`config.mk`:
```
export PLATFORM = sky130hd
export DESIGN_NAME = stepper_wave_drive_speed_select_core
export DESIGN_NICKNAME = d
export VERILOG_FILES = /design/src/hdl/swdss_pkg.sv /design/src/hdl/stepper_wave_drive_speed_select_core.sv
export SDC_FILE = /design/constraint.sdc
export NUM_CORES = 1
export LEC_CHECK = 0
export BUFFER_PORTS_ARGS = -buffer_cell sky130_fd_sc_hd__buf_2
export CORE_MARGIN = 5
export CORE_UTILIZATION = 63
export CTS_BUF_LIST = sky130_fd_sc_hd__clkbuf_4 sky130_fd_sc_hd__clkbuf_8
export DETAILED_ROUTE_END_ITERATION = 16
export HOLD_SLACK_MARGIN = 0.02
export PLACE_DENSITY = 0.82
export SYNTH_ARGS = -nofsm -noshare
export SYNTH_HDL_FRONTEND = slang
export SYNTH_SLANG_ARGS = --single-unit
```
`constraint.sdc`:
```
create_clock -name clk -period 8.5 [get_ports clk]
set_input_delay 2.55 -clock clk [delete_from_list [all_inputs] [get_ports clk]]
set_output_delay 2.55 -clock clk [all_outputs]
set_load 0.05 [all_outputs]
```
`src/hdl/swdss_pkg.sv`:
```
// Shared types, constants and helpers for the stepper wave-drive speed selector.
// Standalone package: no dependencies.
package swdss_pkg;

  // Width of the step period counter; reload values are resized to it.
  localparam int CNT_W = 16;
  // Configuration registers are all this wide.
  localparam int CFG_W = 16;
  localparam int CFG_IDX_W = 2;

  localparam int TICKS_PER_MS = 1000;
  localparam int MS_SLOW = 10;
  localparam int MS_FAST = 3;

  typedef logic [CFG_IDX_W-1:0] cfg_idx_t;
  typedef logic [CFG_W-1:0] cfg_word_t;
  typedef logic [CNT_W-1:0] cnt_t;
  typedef logic [1:0] speed_t;
  typedef logic [3:0] coil_t;

  // Register indexes of the configuration port.
  localparam cfg_idx_t REG_SLOW_RELOAD = 2'd0;
  localparam cfg_idx_t REG_FAST_RELOAD = 2'd1;
  localparam cfg_idx_t REG_DEBOUNCE = 2'd2;

  // Speed codes.
  localparam speed_t SPEED_OFF = 2'd0;
  localparam speed_t SPEED_SLOW = 2'd1;
  localparam speed_t SPEED_FAST = 2'd2;

  localparam cfg_word_t SLOW_RELOAD_RST = CFG_W'(TICKS_PER_MS * MS_SLOW - 1);
  localparam cfg_word_t FAST_RELOAD_RST = CFG_W'(TICKS_PER_MS * MS_FAST - 1);
  localparam cfg_word_t DEBOUNCE_RST = CFG_W'(64);
  localparam cfg_word_t DEBOUNCE_SAT = '1;

  // One-hot coil pattern for each of the four wave-drive phases.
  function automatic coil_t wave_pattern(input logic [1:0] phase);
    coil_t pat;
    case (phase)
      2'd0: pat = 4'b0001;
      2'd1: pat = 4'b0010;
      2'd2: pat = 4'b0100;
      default: pat = 4'b1000;
    endcase
    return pat;
  endfunction

  // Speed sequence OFF -> SLOW -> FAST -> OFF.
  function automatic speed_t next_speed(input speed_t cur);
    speed_t nxt;
    case (cur)
      SPEED_OFF: nxt = SPEED_SLOW;
      SPEED_SLOW: nxt = SPEED_FAST;
      default: nxt = SPEED_OFF;
    endcase
    return nxt;
  endfunction

endpackage

```
`src/hdl/stepper_wave_drive_speed_select_core.sv`:
```
// Stepper wave-drive controller with push-button speed selection (top level).
// Depends on swdss_pkg for constants, types and the coil pattern table.
//
//  channel | direction | handshake          | payload
//  --------+-----------+--------------------+------------------------------------------
//  in_     | into core | in_valid/in_stall  | in_button_level
//  out_    | from core | out_valid/out_stall| out_coil_drive, out_status_led,
//          |           |                    | out_speed_mode, out_step_taken
//  cfg_    | into core | cfg_valid/cfg_ready| cfg_index, cfg_data
//
// Every beat is one time-base tick. The core accepts one beat per clock unless in_stall
// is high, and its result beat appears in the single output register on the next cycle.
// A new beat is accepted while the result register is empty or is being drained in
// the same cycle, so a stall on the output side backs up into in_stall only while a
// result is actually held.
// Synchronous active-low reset restores the default reloads and debounce length,
// puts the speed at OFF, awaits a press, and treats the button as released.
module stepper_wave_drive_speed_select_core (
  input  logic                clk,
  input  logic                rst_n,
  input  logic                in_valid,
  output logic                in_stall,
  input  logic                in_button_level,
  output logic                out_valid,
  input  logic                out_stall,
  output swdss_pkg::coil_t    out_coil_drive,
  output logic                out_status_led,
  output swdss_pkg::speed_t   out_speed_mode,
  output logic                out_step_taken,
  input  logic                cfg_valid,
  output logic                cfg_ready,
  input  swdss_pkg::cfg_idx_t cfg_index,
  input  swdss_pkg::cfg_word_t cfg_data
);
  import swdss_pkg::*;

  // Configuration registers.
  cfg_word_t slow_reload_r;
  cfg_word_t fast_reload_r;
  cfg_word_t debounce_ticks_r;

  // Tick state.
  speed_t    speed_r, speed_nxt;
  logic [1:0] phase_r, phase_nxt;
  cnt_t      period_r, period_nxt;
  cfg_word_t deb_cnt_r, deb_cnt_nxt;
  logic      deb_busy_r, deb_busy_nxt;
  logic      await_rel_r, await_rel_nxt;
  logic      prev_btn_r;
  coil_t     coil_r, coil_nxt;
  logic      led_r, led_nxt;
  logic      step_nxt;

  // Result register.
  logic      out_valid_r;
  coil_t     out_coil_r;
  logic      out_led_r;
  speed_t    out_speed_r;
  logic      out_step_r;

  logic      in_take;
  cfg_word_t deb_limit;
  cnt_t      reload;
  logic      press;
  logic      release_edge;

  // The result register can take a new beat when empty or draining this cycle.
  assign in_stall = out_valid_r & out_stall;
  assign in_take  = in_valid & ~in_stall;
  assign cfg_ready = 1'b1;

  // A debounce length of zero behaves as one tick.
  assign deb_limit = (debounce_ticks_r == '0) ? cfg_word_t'(1) : debounce_ticks_r;
  assign press        = prev_btn_r & ~in_button_level;
  assign release_edge = ~prev_btn_r & in_button_level;

  always_comb begin
    speed_nxt     = speed_r;
    deb_cnt_nxt   = deb_cnt_r;
    deb_busy_nxt  = deb_busy_r;
    await_rel_nxt = await_rel_r;
    led_nxt       = led_r;
    phase_nxt     = phase_r;
    period_nxt    = period_r;
    coil_nxt      = coil_r;
    step_nxt      = 1'b0;

    // Button logic runs first; the motor sees the speed it leaves behind.
    if (deb_busy_r) begin
      if (deb_cnt_r != DEBOUNCE_SAT) begin
        deb_cnt_nxt = deb_cnt_r + cfg_word_t'(1);
      end
      if (deb_cnt_nxt >= deb_limit) begin
        deb_busy_nxt = 1'b0;
        if (await_rel_r && in_button_level) begin
          speed_nxt = next_speed(speed_r);
          led_nxt   = ~led_r;
        end
        await_rel_nxt = ~await_rel_r;
      end
    end else if ((!await_rel_r && press) || (await_rel_r && release_edge)) begin
      deb_busy_nxt = 1'b1;
      deb_cnt_nxt  = '0;
    end

    reload = (speed_nxt == SPEED_SLOW) ? CNT_W'(slow_reload_r) : CNT_W'(fast_reload_r);
    if (speed_nxt == SPEED_OFF) begin
      coil_nxt = '0;
    end else if (period_r >= reload) begin
      // Compare is >= so a reload lowered mid-period steps at once.
      period_nxt = '0;
      coil_nxt   = wave_pattern(phase_r);
      phase_nxt  = phase_r + 2'd1;
      step_nxt   = 1'b1;
    end else begin
      period_nxt = period_r + cnt_t'(1);
    end
  end

  always_ff @(posedge clk) begin
    if (!rst_n) begin
      slow_reload_r    <= SLOW_RELOAD_RST;
      fast_reload_r    <= FAST_RELOAD_RST;
      debounce_ticks_r <= DEBOUNCE_RST;
    end else if (cfg_valid && cfg_ready) begin
      case (cfg_index)
        REG_SLOW_RELOAD: slow_reload_r    <= cfg_data;
        REG_FAST_RELOAD: fast_reload_r    <= cfg_data;
        REG_DEBOUNCE:    debounce_ticks_r <= cfg_data;
        default: ;
      endcase
    end
  end

  always_ff @(posedge clk) begin
    if (!rst_n) begin
      speed_r     <= SPEED_OFF;
      phase_r     <= '0;
      period_r    <= '0;
      deb_cnt_r   <= '0;
      deb_busy_r  <= 1'b0;
      await_rel_r <= 1'b0;
      prev_btn_r  <= 1'b1;
      coil_r      <= '0;
      led_r       <= 1'b0;
    end else if (in_take) begin
      speed_r     <= speed_nxt;
      phase_r     <= phase_nxt;
      period_r    <= period_nxt;
      deb_cnt_r   <= deb_cnt_nxt;
      deb_busy_r  <= deb_busy_nxt;
      await_rel_r <= await_rel_nxt;
      prev_btn_r  <= in_button_level;
      coil_r      <= coil_nxt;
      led_r       <= led_nxt;
    end
  end

  // Output valid: set by a taken beat, cleared when the result drains.
  always_ff @(posedge clk) begin
    if (!rst_n) begin
      out_valid_r <= 1'b0;
    end else if (in_take) begin
      out_valid_r <= 1'b1;
    end else if (!out_stall) begin
      out_valid_r <= 1'b0;
    end
  end

  // Payload follows the taken beat only, so a stalled result holds still.
  always_ff @(posedge clk) begin
    if (in_take) begin
      out_coil_r  <= coil_nxt;
      out_led_r   <= led_nxt;
      out_speed_r <= speed_nxt;
      out_step_r  <= step_nxt;
    end
  end

  assign out_valid      = out_valid_r;
  assign out_coil_drive = out_coil_r;
  assign out_status_led = out_led_r;
  assign out_speed_mode = out_speed_r;
  assign out_step_taken = out_step_r;

  // The coils are never driven with more than one phase at a time.
  a_coil_onehot: assert property (@(posedge clk) disable iff (!rst_n)
    out_valid |-> $onehot0(out_coil_drive))
    else $error("coil drive has more than one phase on");

  // A step always shows a coil pattern.
  a_step_coil: assert property (@(posedge clk) disable iff (!rst_n)
    out_valid && out_step_taken |-> out_coil_drive != '0)
    else $error("step reported with coils off");

  // OFF means coils released and no step.
  a_off_quiet: assert property (@(posedge clk) disable iff (!rst_n)
    out_valid && out_speed_mode == SPEED_OFF |-> out_coil_drive == '0 && !out_step_taken)
    else $error("coil activity while speed is OFF");

  // The speed code never leaves the three defined values.
  a_speed_code: assert property (@(posedge clk) disable iff (!rst_n)
    out_valid |-> out_speed_mode != 2'd3)
    else $error("undefined speed code");

  // Backpressure on the input only while a result is held.
  a_stall_src: assert property (@(posedge clk) disable iff (!rst_n)
    in_stall |-> out_valid && out_stall)
    else $error("input stalled without a held result");

endmodule
```
==> impl_results.md, run 1 <==
* Outcome: finished clean
* Largest net degree at the start of global routing at 74
* Fin. Hold Viols at 0
* Period utilization at 0.808
* Hold Path Class: reg2reg
* Fin Clk Skew at around 14 ps
* Initial antenna violation count at 0
* Leading area contributor after synthesis: dfxtp_1
* Pre-CTS WS at 1750 ps
* Critical Path End Type: flop
* Max-slew violations at 0
* Site Rows at 33
* Critical Path RT at a little under 9000 ps
* Max Fclk at between 0.1 and 0.15 GHz
* GPL Wtd Cong at about 0.86
* Warnings, synthesis at 0
* Ys flop type: dfxtp_1
* CP bufs+invs at 1
* Yosys cell types at 55
* Max stage delay on crit path at roughly 510 ps
* Worst reg2reg setup slack at between 1500 and 2000 ps
* First-pass GRT wire length at 19,400 um
* Fin area at approximately 5800 um2
* WL final at approximately 12,000 um
* Post-CTS Hold Buffers at 0
* Net Switching at ~0.00023 W
* Synth cell count leaders: nand2_1, dfxtp_1, ha_1, nor2_1, nand3_1
* Yosys reg bits at slightly above 100
* Area of the core at just over 8000 um2
* Comb power frac at 0.080
* Worst-Margin Slew at between 1000 and 1500 ps
* Worst Setup Slack, final at 1630 ps
* ANT cells at 0
* Synth top area cells: dfxtp_1, nand2_1, ha_1
* Initial Utilization at 0.649
* Cells after DPL at ~750
* Pwr dens at ~160 nW/um2
* Setup TNS Final at 0 ps
* CP Class: reg2reg
* Clock sinks at a little over 100
* NumNets Final at ~700
* Pint at 0.000664 W
* H-tree depth at 3
* Post-synthesis sequential area ratio at 0.392
* Leak at roughly 2.3 nW
* Overall routing resource usage at 0.230
* Share of the synthesized area in the top cell type at 0.348
* Number of flops mapped to enable cells by yosys at 8
* Total number of vias at ~4,500
* Mapped Cells at ~630
* WL/cell at about 15 um
* CTS Buffer Depth at 2
* Cts repair resizes at 0
* Peak supply drop at around 0.12 mV
* Layout Cells excl Fill at 761
* Post-DP Area at about 5500 um2
* Avg Cell Area, Syn at 8.46 um2
* CTS buffer count at 9
* TritonRoute pass-1 iters at 5
* Max-capacitance violation count at 0
* Clock transition at the registers of the reported paths at around 100 ps
* Hpwl dp at around 8400 um
* Synth-to-layout area growth at 7.50%
* Final ANT Viol Nets at 0
* IO buf count at 33
* CP max stage cell: dfxtp_1
* Fraction of layout instances using a drive strength above 1 at 0.104
* RSZ-0062 raised after global routing: false
* Die extent in y at roughly 100 um
* Crit path DAT at about 7000 ps
* Grt total ovfl at 0
* Vias in the first global route at 4,317
* Most common cell in the netlist: nand2_1
* Startpoint types: flop
* Clock power share at 0.362
* Via density at about 5.9
* CTS root buf: clkbuf_8
* Switching share of total power at 0.257
* I/O pin total at 35
* Minimum clock period at between 6000 and 7000 ps
* Async set or reset register ratio after synthesis at 0
* Clk_lat worst skew at 380 ps
* Syn_nets at about 700
* Post-Syn Area at between 5000 and 6000 um2
* Reg power frac at 0.557
* Total Die Area at 10,400 um2
* # setup viols final at 0
* Cell family with most CP delay: simple AND/OR/NAND/NOR gates
* Pwr Total at 0.000893 W
* CP max FO at 16
* Die W at 102 um
* Residual DRC at 0
* Post-CTS Setup Bufs at 0
* CTS tree: done
* Initial DRC Count at around 220
* Slew margin rel. at 0.280
[worst paths after layout]
| path | startpoint | to | depth (start not counted) |
|---|---|---|---|
| worst max-delay path | deb_cnt_r[3]$_SDFFE_PN0P_ | period_r[1]$_SDFFE_PN0P_ | 25 |
| worst min-delay path | fast_reload_r[14]$_SDFFE_PN0P_ | fast_reload_r[14]$_SDFFE_PN0P_ | 2 |
| worst max register to register | deb_cnt_r[3]$_SDFFE_PN0P_ | period_r[1]$_SDFFE_PN0P_ | 25 |
| worst min register to register | fast_reload_r[14]$_SDFFE_PN0P_ | fast_reload_r[14]$_SDFFE_PN0P_ | 2 |
[sequential cells by signal, indices dropped and copies added, names as in the netlist, 2 cells and up]
signal,flops
phase_r,2
slow_reload_r,16
speed_r,2
fast_reload_r,16
deb_cnt_r,16
coil_r,4
period_r,16
out_speed_mode,2
debounce_ticks_r,16
out_coil_drive,4
[cell usage in the layout (no fill, tap or decap), types with 3 or more instances in the layout]
cell type / n
nand2b_1: 3
xor2_1: 7
nor2_2: 5
a211oi_1: 9
edfxtp_1: 8
nor3b_1: 3
xnor2_1: 21
a2111oi_1: 4
nor3_1: 3
o22ai_1: 4
ha_1: 38
nand2_1: 139
a31oi_1: 3
clkbuf_8: 10
and3_1: 6
dfxtp_1: 93
inv_1: 22
nand4_1: 10
a21oi_1: 19
nor2b_1: 6
inv_6: 3
nand3_1: 35
mux2i_1: 21
and4_1: 5
and2_1: 4
buf_2: 33
mux2_2: 6
buf_4: 3
a21boi_0: 31
nand3b_1: 3
o21ai_0: 21
a22o_1: 6
o211ai_1: 3
o21a_1: 4
nor2_1: 36
nor4_1: 3
[routing by layer]
| metal | global-route usage | vias up | share of wire |
|---|---|---|---|
| li1 | - | 2237 | - |
| met1 | 0.293 | 2086 | 0.44 |
| met2 | 0.395 | 135 | 0.49 |
| met3 | 0.0396 | 20 | 0.050 |
| met4 | 0.0797 | 0 | 0.017 |
| met5 | 0 | - | 0 |
[cell type report]
class | count | area (um2)
multi-input combinational | 480 | 3040
fill | 653 | 2500
sequential | 101 | 2100
timing repair buffer | 36 | 188
clock buffer | 10 | 138
tap | 105 | 131
inverter | 23 | 86.3
clock inverter | 6 | 72.6
[cell families (layout without fill, tap and decap cells)]
group           after synthesis  after routing  synth area share
compound gates              119            119             0.153
xor+xnor                     28             28            0.0458
mux                          27             27            0.0518
buf+inv                      52             75            0.0399
simple gates                267            267             0.227
other cells                   1              1          0.000700
flops                       101            101             0.392
fa+ha+maj                    38             38            0.0887
[worst register-to-register path, cell delays in order (launching register included)]
cell and delay, ps:
dfxtp_1 510, and4_1 320, and4_1 310, nand4_1 230, and3_1 310, and4_1 250, xor2_1 150, ha_1 270
nand2_1 70, or3_1 390, o221ai_2 190, a211o_1 200, nand2_1 160, xor2_1 190, nor2_2 90, buf_4 290
mux2_2 380, ha_1 260, nand2b_1 140, a211oi_1 260, o211ai_1 140, a311oi_1 290, o21ai_1 320, a21bo_1 430
nand2_1 390, a21oi_1 250
[stage by stage]
stage / hold slack [ps] / util
finish: 473 / 0.697
floorplan: 435 / -
global route: 500 / 0.697
CTS: 474 / 0.697
detailed placement: 455 / 0.672
global placement: 450 / 0.672
[power by group through the flow]
stage	Clock [W]	Combinational, W	Sequential, W
5_1_grt	0.000346	0.0000802	0.000500
4_1_cts	0.000330	0.0000719	0.000498
3_5_place_dp	0	0.0000716	0.000509
3_3_place_gp	0	0.0000691	0.000508
6_report	0.000324	0.0000718	0.000498
2_1_floorplan	0	0.0000437	0.000514
No activity file was read; power rests on OpenSTA's default activity.
==> run 2, diff against run 1 <==
==> constraint.sdc (replaced) <==
create_clock -name clk -period 7.01 [get_ports clk]
set_input_delay 2.103 -clock clk [delete_from_list [all_inputs] [get_ports clk]]
set_output_delay 2.103 -clock clk [all_outputs]
set_load 0.05 [all_outputs]
==> run 2 against run 1 <==
Compared with the run above:
- first-iteration DRC count decreased by 5.6%
- clock power increased by 9.6%
- sequential cell count unchanged
- via count decreased by 1.4%
- combinational power increased by 22%
==> impl_results.md, run 2 (synthesized netlist as in run 1, its figures left out) <==
* Post-CTS Hold Buffers at 0
* ANT cells at 0
* Most frequent cells in the layout: nand2_1, dfxtp_1, ha_1
* Clk_lat worst skew at 370 ps
* CTS Buffer Depth at 2
* R2R Path Start: deb_cnt_r[3]$_SDFFE_PN0P_
* Via density at 5.80
* Slew margin rel. at 0.260
* Hold depth at 2
* Leak at 2.29 nW
* CTS root buf: clkbuf_8
* Commonest non-fill, non-tap cell in the layout: nand2_1
* CTS buffer count at 9
* Total number of vias at 4,417
* Synth-to-layout area growth at 7.05%
* Fin area at around 5700 um2
* # fillers at between 600 and 700
* Max Fclk at 0.155 GHz
* NumNets Final at ~710
* Hpwl dp at 8490 um
* Clock sinks at 101
* R2R Path End: period_r[1]$_SDFFE_PN0P_
* Minimum clock period at around 6400 ps
* WHS Endpoint: fast_reload_r[12]$_SDFFE_PN0P_
* Setup TNS Final at 0 ps
* Multi-input gate area at just over 3000 um2
* Area of the core at approximately 8300 um2
* CP Class: reg2reg
* Initial Utilization at 0.649
* Register Area at around 2100 um2
* Final ANT Viol Nets at 0
* Die extent in y at between 100 and 150 um
* Cell family with most CP delay: simple AND/OR/NAND/NOR gates
* Site Rows at 33
* Hold Path Class: reg2reg
* Post-DP Area at between 5000 and 6000 um2
* Worst-Margin Slew at roughly 1100 ps
* Switching share of total power at 0.269
* Fin. Hold Viols at 0
* Largest net degree at the start of global routing at 74
* Most frequent cell on the critical path: and4_1
* Hold_sp: fast_reload_r[12]$_SDFFE_PN0P_
* H-tree depth at 3
* RSZ-0062 raised after global routing: false
* Worst Setup Slack, final at 564 ps
* Max stage delay on crit path at about 490 ps
* WL/cell at 15.2 um
* Worst hold margin at 470 ps
* CTS tree: done
* Pre-CTS WS at roughly 440 ps
* Vias in the first global route at about 4,200
* # setup viols final at 0
* Post-CTS Setup Bufs at 0
* Cell chain of the critical path: and4_1 > and4_1 > nand4_1 > and3_1 > and4_1 > xor2_1 > ha_1 > nand2_1 > or3_1 > o221ai_2 > a211o_1 > nand2_1 > xor2_1 > nor2_2 > buf_4 > mux2i_1 > ha_1 > a211oi_1 > o211ai_1 > a311oi_1 > o21ai_1 > a21bo_2 > nand2_2 > a21oi_1
* Outcome: finished clean
* GPL Wtd Cong at 0.850
* TritonRoute pass-1 iters at 5
* Pwr dens at about 180 nW/um2
* Crit path DAT at 6740 ps
* CP bufs+invs at 1
* Grt total ovfl at 0
* Reg power frac at 0.577
* IO buf count at 33
* Worst R2R Path Depth at 24
* Critical Path RT at 7310 ps
* Peak supply drop at between 0.1 and 0.15 mV
* Max-capacitance violation count at 0
* First-pass GRT wire length at approximately 20,000 um
* Residual DRC at 0
* Critical Path End Type: flop
* Layout Cells excl Fill at ~760
* Overall routing resource usage at 0.235
* Startpoint types: flop
* CP max stage cell: dfxtp_1
* Cells after DPL at 745
* CP max FO at 15
* Comb power frac at 0.084
* Cts repair resizes at 0
* Net Switching at approximately 0.00028 W
* Clock power share at 0.339
* I/O pin total at 35
* Period utilization at 0.919
* Pint at 0.000765 W
* Max-slew violations at 0
* Worst setup path start: deb_cnt_r[3]$_SDFFE_PN0P_
* Worst reg2reg setup slack at approximately 560 ps
* Fraction of layout instances using a drive strength above 1 at 0.107
* Initial antenna violation count at 0
* Initial DRC Count at a little over 200
* WL final at about 12,000 um
* Die W at roughly 100 um
* Fin Clk Skew at around 13 ps
* Clock transition at the registers of the reported paths at ~100 ps
* Total Die Area at approximately 10,000 um2
## run 2: changes by cell type in the layout (fill, tap and decap cells not counted), sizes merged
cell | previous run | this run
clkinvlp | 0 | 1
bufinv | 1 | 0
## run 2: how the worst max path moves through the flow
stage | end | slack (ps) | cells after the start
6_report | period_r[1]$_SDFFE_PN0P_ | 560 | 24
5_1_grt | period_r[7]$_SDFFE_PN0P_ | 70 | 24
4_1_cts | period_r[1]$_SDFFE_PN0P_ | 400 | 24
3_5_place_dp | period_r[1]$_SDFFE_PN0P_ | 440 | 24
3_3_place_gp | period_r[1]$_SDFFE_PN0P_ | 760 | 24
2_1_floorplan | period_r[10]$_SDFFE_PN0P_ | 1070 | 27
## run 2: worst reg2reg max path, cell delays in order (launching register included)
cell      delay [ps]
dfxtp_1          490
and4_1           320
and4_1           320
nand4_1          230
and3_1           290
and4_1           250
xor2_1           150
ha_1             280
nand2_1           70
or3_1            390
o221ai_2         180
a211o_1          190
nand2_1          170
xor2_1           200
nor2_2           110
buf_4            290
mux2i_1          260
ha_1             280
a211oi_1         250
o211ai_1         120
a311oi_1         330
o21ai_1          340
a21bo_2          410
nand2_2          250
a21oi_1          200
## run 2: metrics by stage
stage	util	power, W
2_1_floorplan	-	0.000677
3_3_place_gp	0.672	0.000700
3_5_place_dp	0.672	0.000704
4_1_cts	0.694	0.00105
5_1_grt	0.695	0.00109
6_report	0.695	0.00105
## run 2: cell type report
class                           instances  area share
Sequential cell                       101       0.366
Tap cell                              105      0.0229
Multi-Input combinational cell        480       0.531
Inverter                               23      0.0151
Clock buffer                           10      0.0229
Clock inverter                          6     0.00916
Timing Repair Buffer                   36      0.0327
## run 2: power groups by stage
stage                     sequential (W)  combinational, W  clock (W)
after CTS                       0.000604         0.0000877   0.000362
final                           0.000604         0.0000877   0.000355
after global routing            0.000606         0.0000967   0.000391
after floorplan                 0.000624         0.0000530          0
after global placement          0.000616         0.0000838          0
after detailed placement        0.000617         0.0000870          0
## run 2: per-layer routing
metal	GRT usage	up-vias	share of wire
li1	-	2236	-
met1	0.291	2065	0.44
met2	0.411	100	0.49
met3	0.0512	16	0.050
met4	0.0676	0	0.019
met5	0	-	0
==> run 3, diff against run 2 <==
--- a/config.mk
+++ b/config.mk
@@ -7,11 +7,10 @@
 export LEC_CHECK = 0
 export BUFFER_PORTS_ARGS = -buffer_cell sky130_fd_sc_hd__buf_2
 export CORE_MARGIN = 5
-export CORE_UTILIZATION = 63
-export CTS_BUF_LIST = sky130_fd_sc_hd__clkbuf_4 sky130_fd_sc_hd__clkbuf_8
+export CORE_UTILIZATION = 61
 export DETAILED_ROUTE_END_ITERATION = 16
 export HOLD_SLACK_MARGIN = 0.02
-export PLACE_DENSITY = 0.82
+export PLACE_DENSITY = 0.8
 export SYNTH_ARGS = -nofsm -noshare
 export SYNTH_HDL_FRONTEND = slang
 export SYNTH_SLANG_ARGS = --single-unit
==> run 3 against run 2 <==
Compared with the run above:
- worst hold slack better by 3.4 ps
- clock power up 3%
- combinational power about the same
- register-to-register slack worse by 50 ps
- total power up 0.92%
- sequential power about the same
- count of clock-buffer cells in the layout down 1
- global-route usage down 1.8 points
- clock skew up 4.9 ps
- largest power group unchanged
==> impl_results.md, run 3 (synthesized netlist as in run 1, its figures left out) <==
* Outcome: finished clean
* Period utilization at 0.927
* Cells after DPL at ~750
* Pwr dens at 183 nW/um2
* WL/cell at 15.0 um
* Comb power frac at 0.083
* Reg power frac at 0.571
* Pre-CTS WS at 359 ps
* Initial DRC Count at roughly 210
* Minimum clock period at 6500 ps
* Max Fclk at between 0.15 and 0.2 GHz
* Post-CTS Hold Buffers at 0
* Clock sinks at slightly above 100
* Grt total ovfl at 0
* Site Rows at 34
* Cts repair resizes at 0
* CP Class: reg2reg
* Slew margin rel. at 0.224
* Clock transition at the registers of the reported paths at between 100 and 150 ps
* Net Switching at a little under 0.0003 W
* Multi-input gate area at between 3000 and 4000 um2
* Final ANT Viol Nets at 0
* Crit path DAT at a little under 7000 ps
* Layout Cells excl Fill at approximately 760
* Hpwl dp at roughly 8400 um
* Pint at roughly 0.00076 W
* Die W at just over 100 um
* Residual DRC at 0
* Vias in the first global route at ~4,200
* Critical Path End Type: flop
* CTS tree: done
* ANT cells at 0
* Overall routing resource usage at 0.217
* CTS buffer count at 9
* Total number of vias at approximately 4,400
* Commonest non-fill, non-tap cell in the layout: nand2_1
* IO buf count at 33
* First-pass GRT wire length at 19,800 um
* Setup TNS Final at 0 ps
* TritonRoute pass-1 iters at 4
* Max-capacitance violation count at 0
* Area of the core at between 8000 and 9000 um2
* Critical Path RT at between 7000 and 8000 ps
* # fillers at between 700 and 800
* CP max FO at 16
* Fin Clk Skew at between 15 and 20 ps
* Leak at roughly 2.3 nW
* Initial Utilization at 0.620
* Pwr Total at 0.00106 W
* RSZ-0062 raised after global routing: false
* Die extent in y at between 100 and 150 um
* Worst Setup Slack, final at between 500 and 600 ps
* GPL Wtd Cong at approximately 0.85
* CTS Buffer Depth at 2
* WL final at 11,400 um
* Startpoint types: flop
* Hold Path Class: reg2reg
* Worst-Margin Slew at 1160 ps
* Fraction of layout instances using a drive strength above 1 at 0.108
* Total Die Area at 10,800 um2
* Largest net degree at the start of global routing at 74
* Worst hold margin at 473 ps
* Clock power share at 0.345
* NumNets Final at about 700
* Peak supply drop at about 0.10 mV
* Clk_lat worst skew at between 300 and 400 ps
* Register Area at roughly 2100 um2
* Post-CTS Setup Bufs at 0
* # setup viols final at 0
* H-tree depth at 3
* I/O pin total at 35
* Synth-to-layout area growth at 7.47%
* CTS root buf: clkbuf_8
* Most frequent cells in the layout: nand2_1, dfxtp_1, ha_1
* Fin. Hold Viols at 0
* Max-slew violations at 0
* Via density at 5.77
* Switching share of total power at 0.276
* Initial antenna violation count at 0
run 3: cell types whose count changed in the layout (fill, tap and decap cells not counted), sizes merged:
| cell | previous run | this run |
|---|---|---|
| inv | 26 | 25 |
| clkinv | 2 | 5 |
| clkbuf | 10 | 9 |
| clkinvlp | 1 | 0 |
run 3: metrics by stage:
stage	instance area, um2	utilization
floorplan	5360	-
global placement	5550	0.643
detailed placement	5550	0.643
CTS	5750	0.666
global route	5760	0.667
finish	5760	0.667
run 3: layer usage:
layer,vias to the layer above,wire length [um],track usage
li1,2235,-,-
met1,2076,5120,0.281
met2,84,5620,0.358
met3,11,504,0.0479
met4,0,194,0.0722
met5,-,0,0
run 3: final timing paths:
kind	from	endpoint	slack, ps	cells past startpoint
max	deb_cnt_r[3]$_SDFFE_PN0P_	period_r[1]$_SDFFE_PN0P_	510	25
min	fast_reload_r[3]$_SDFFE_PN0P_	fast_reload_r[3]$_SDFFE_PN0P_	470	2
max reg2reg	deb_cnt_r[3]$_SDFFE_PN0P_	period_r[1]$_SDFFE_PN0P_	510	25
min reg2reg	fast_reload_r[3]$_SDFFE_PN0P_	fast_reload_r[3]$_SDFFE_PN0P_	470	2
run 3: layout make-up:
type / instances / area share
inverter: 23 / 0.0150
tap: 108 / 0.0235
timing repair buffer: 36 / 0.0326
clock inverter: 7 / 0.0130
multi-input combinational: 480 / 0.529
clock buffer: 9 / 0.0215
sequential: 101 / 0.365
run 3: worst max-delay path, cell delays in order (launching register included):
cell,delay (ps)
dfxtp_1,520
and4_1,310
and4_1,310
nand4_1,200
and3_1,290
and4_1,270
xor2_1,160
ha_1,280
nand2_1,70
or3_1,380
o221ai_2,160
a211o_1,190
nand2_1,160
xor2_1,190
nor2_2,90
buf_4,280
mux2_2,380
ha_1,260
nand2b_1,140
a211oi_1,280
o211ai_1,150
a311oi_1,330
o21ai_2,210
a21bo_2,350
nand2_2,240
a21oi_1,220
run 3: power by group through the flow:
stage                     Clock (W)  Sequential [W]  Combinational [W]
after floorplan                   0        0.000624          0.0000530
after global placement            0        0.000616          0.0000848
after detailed placement          0        0.000617          0.0000875
after CTS                  0.000374        0.000604          0.0000881
after global routing       0.000395        0.000606          0.0000982
final                      0.000365        0.000604          0.0000879
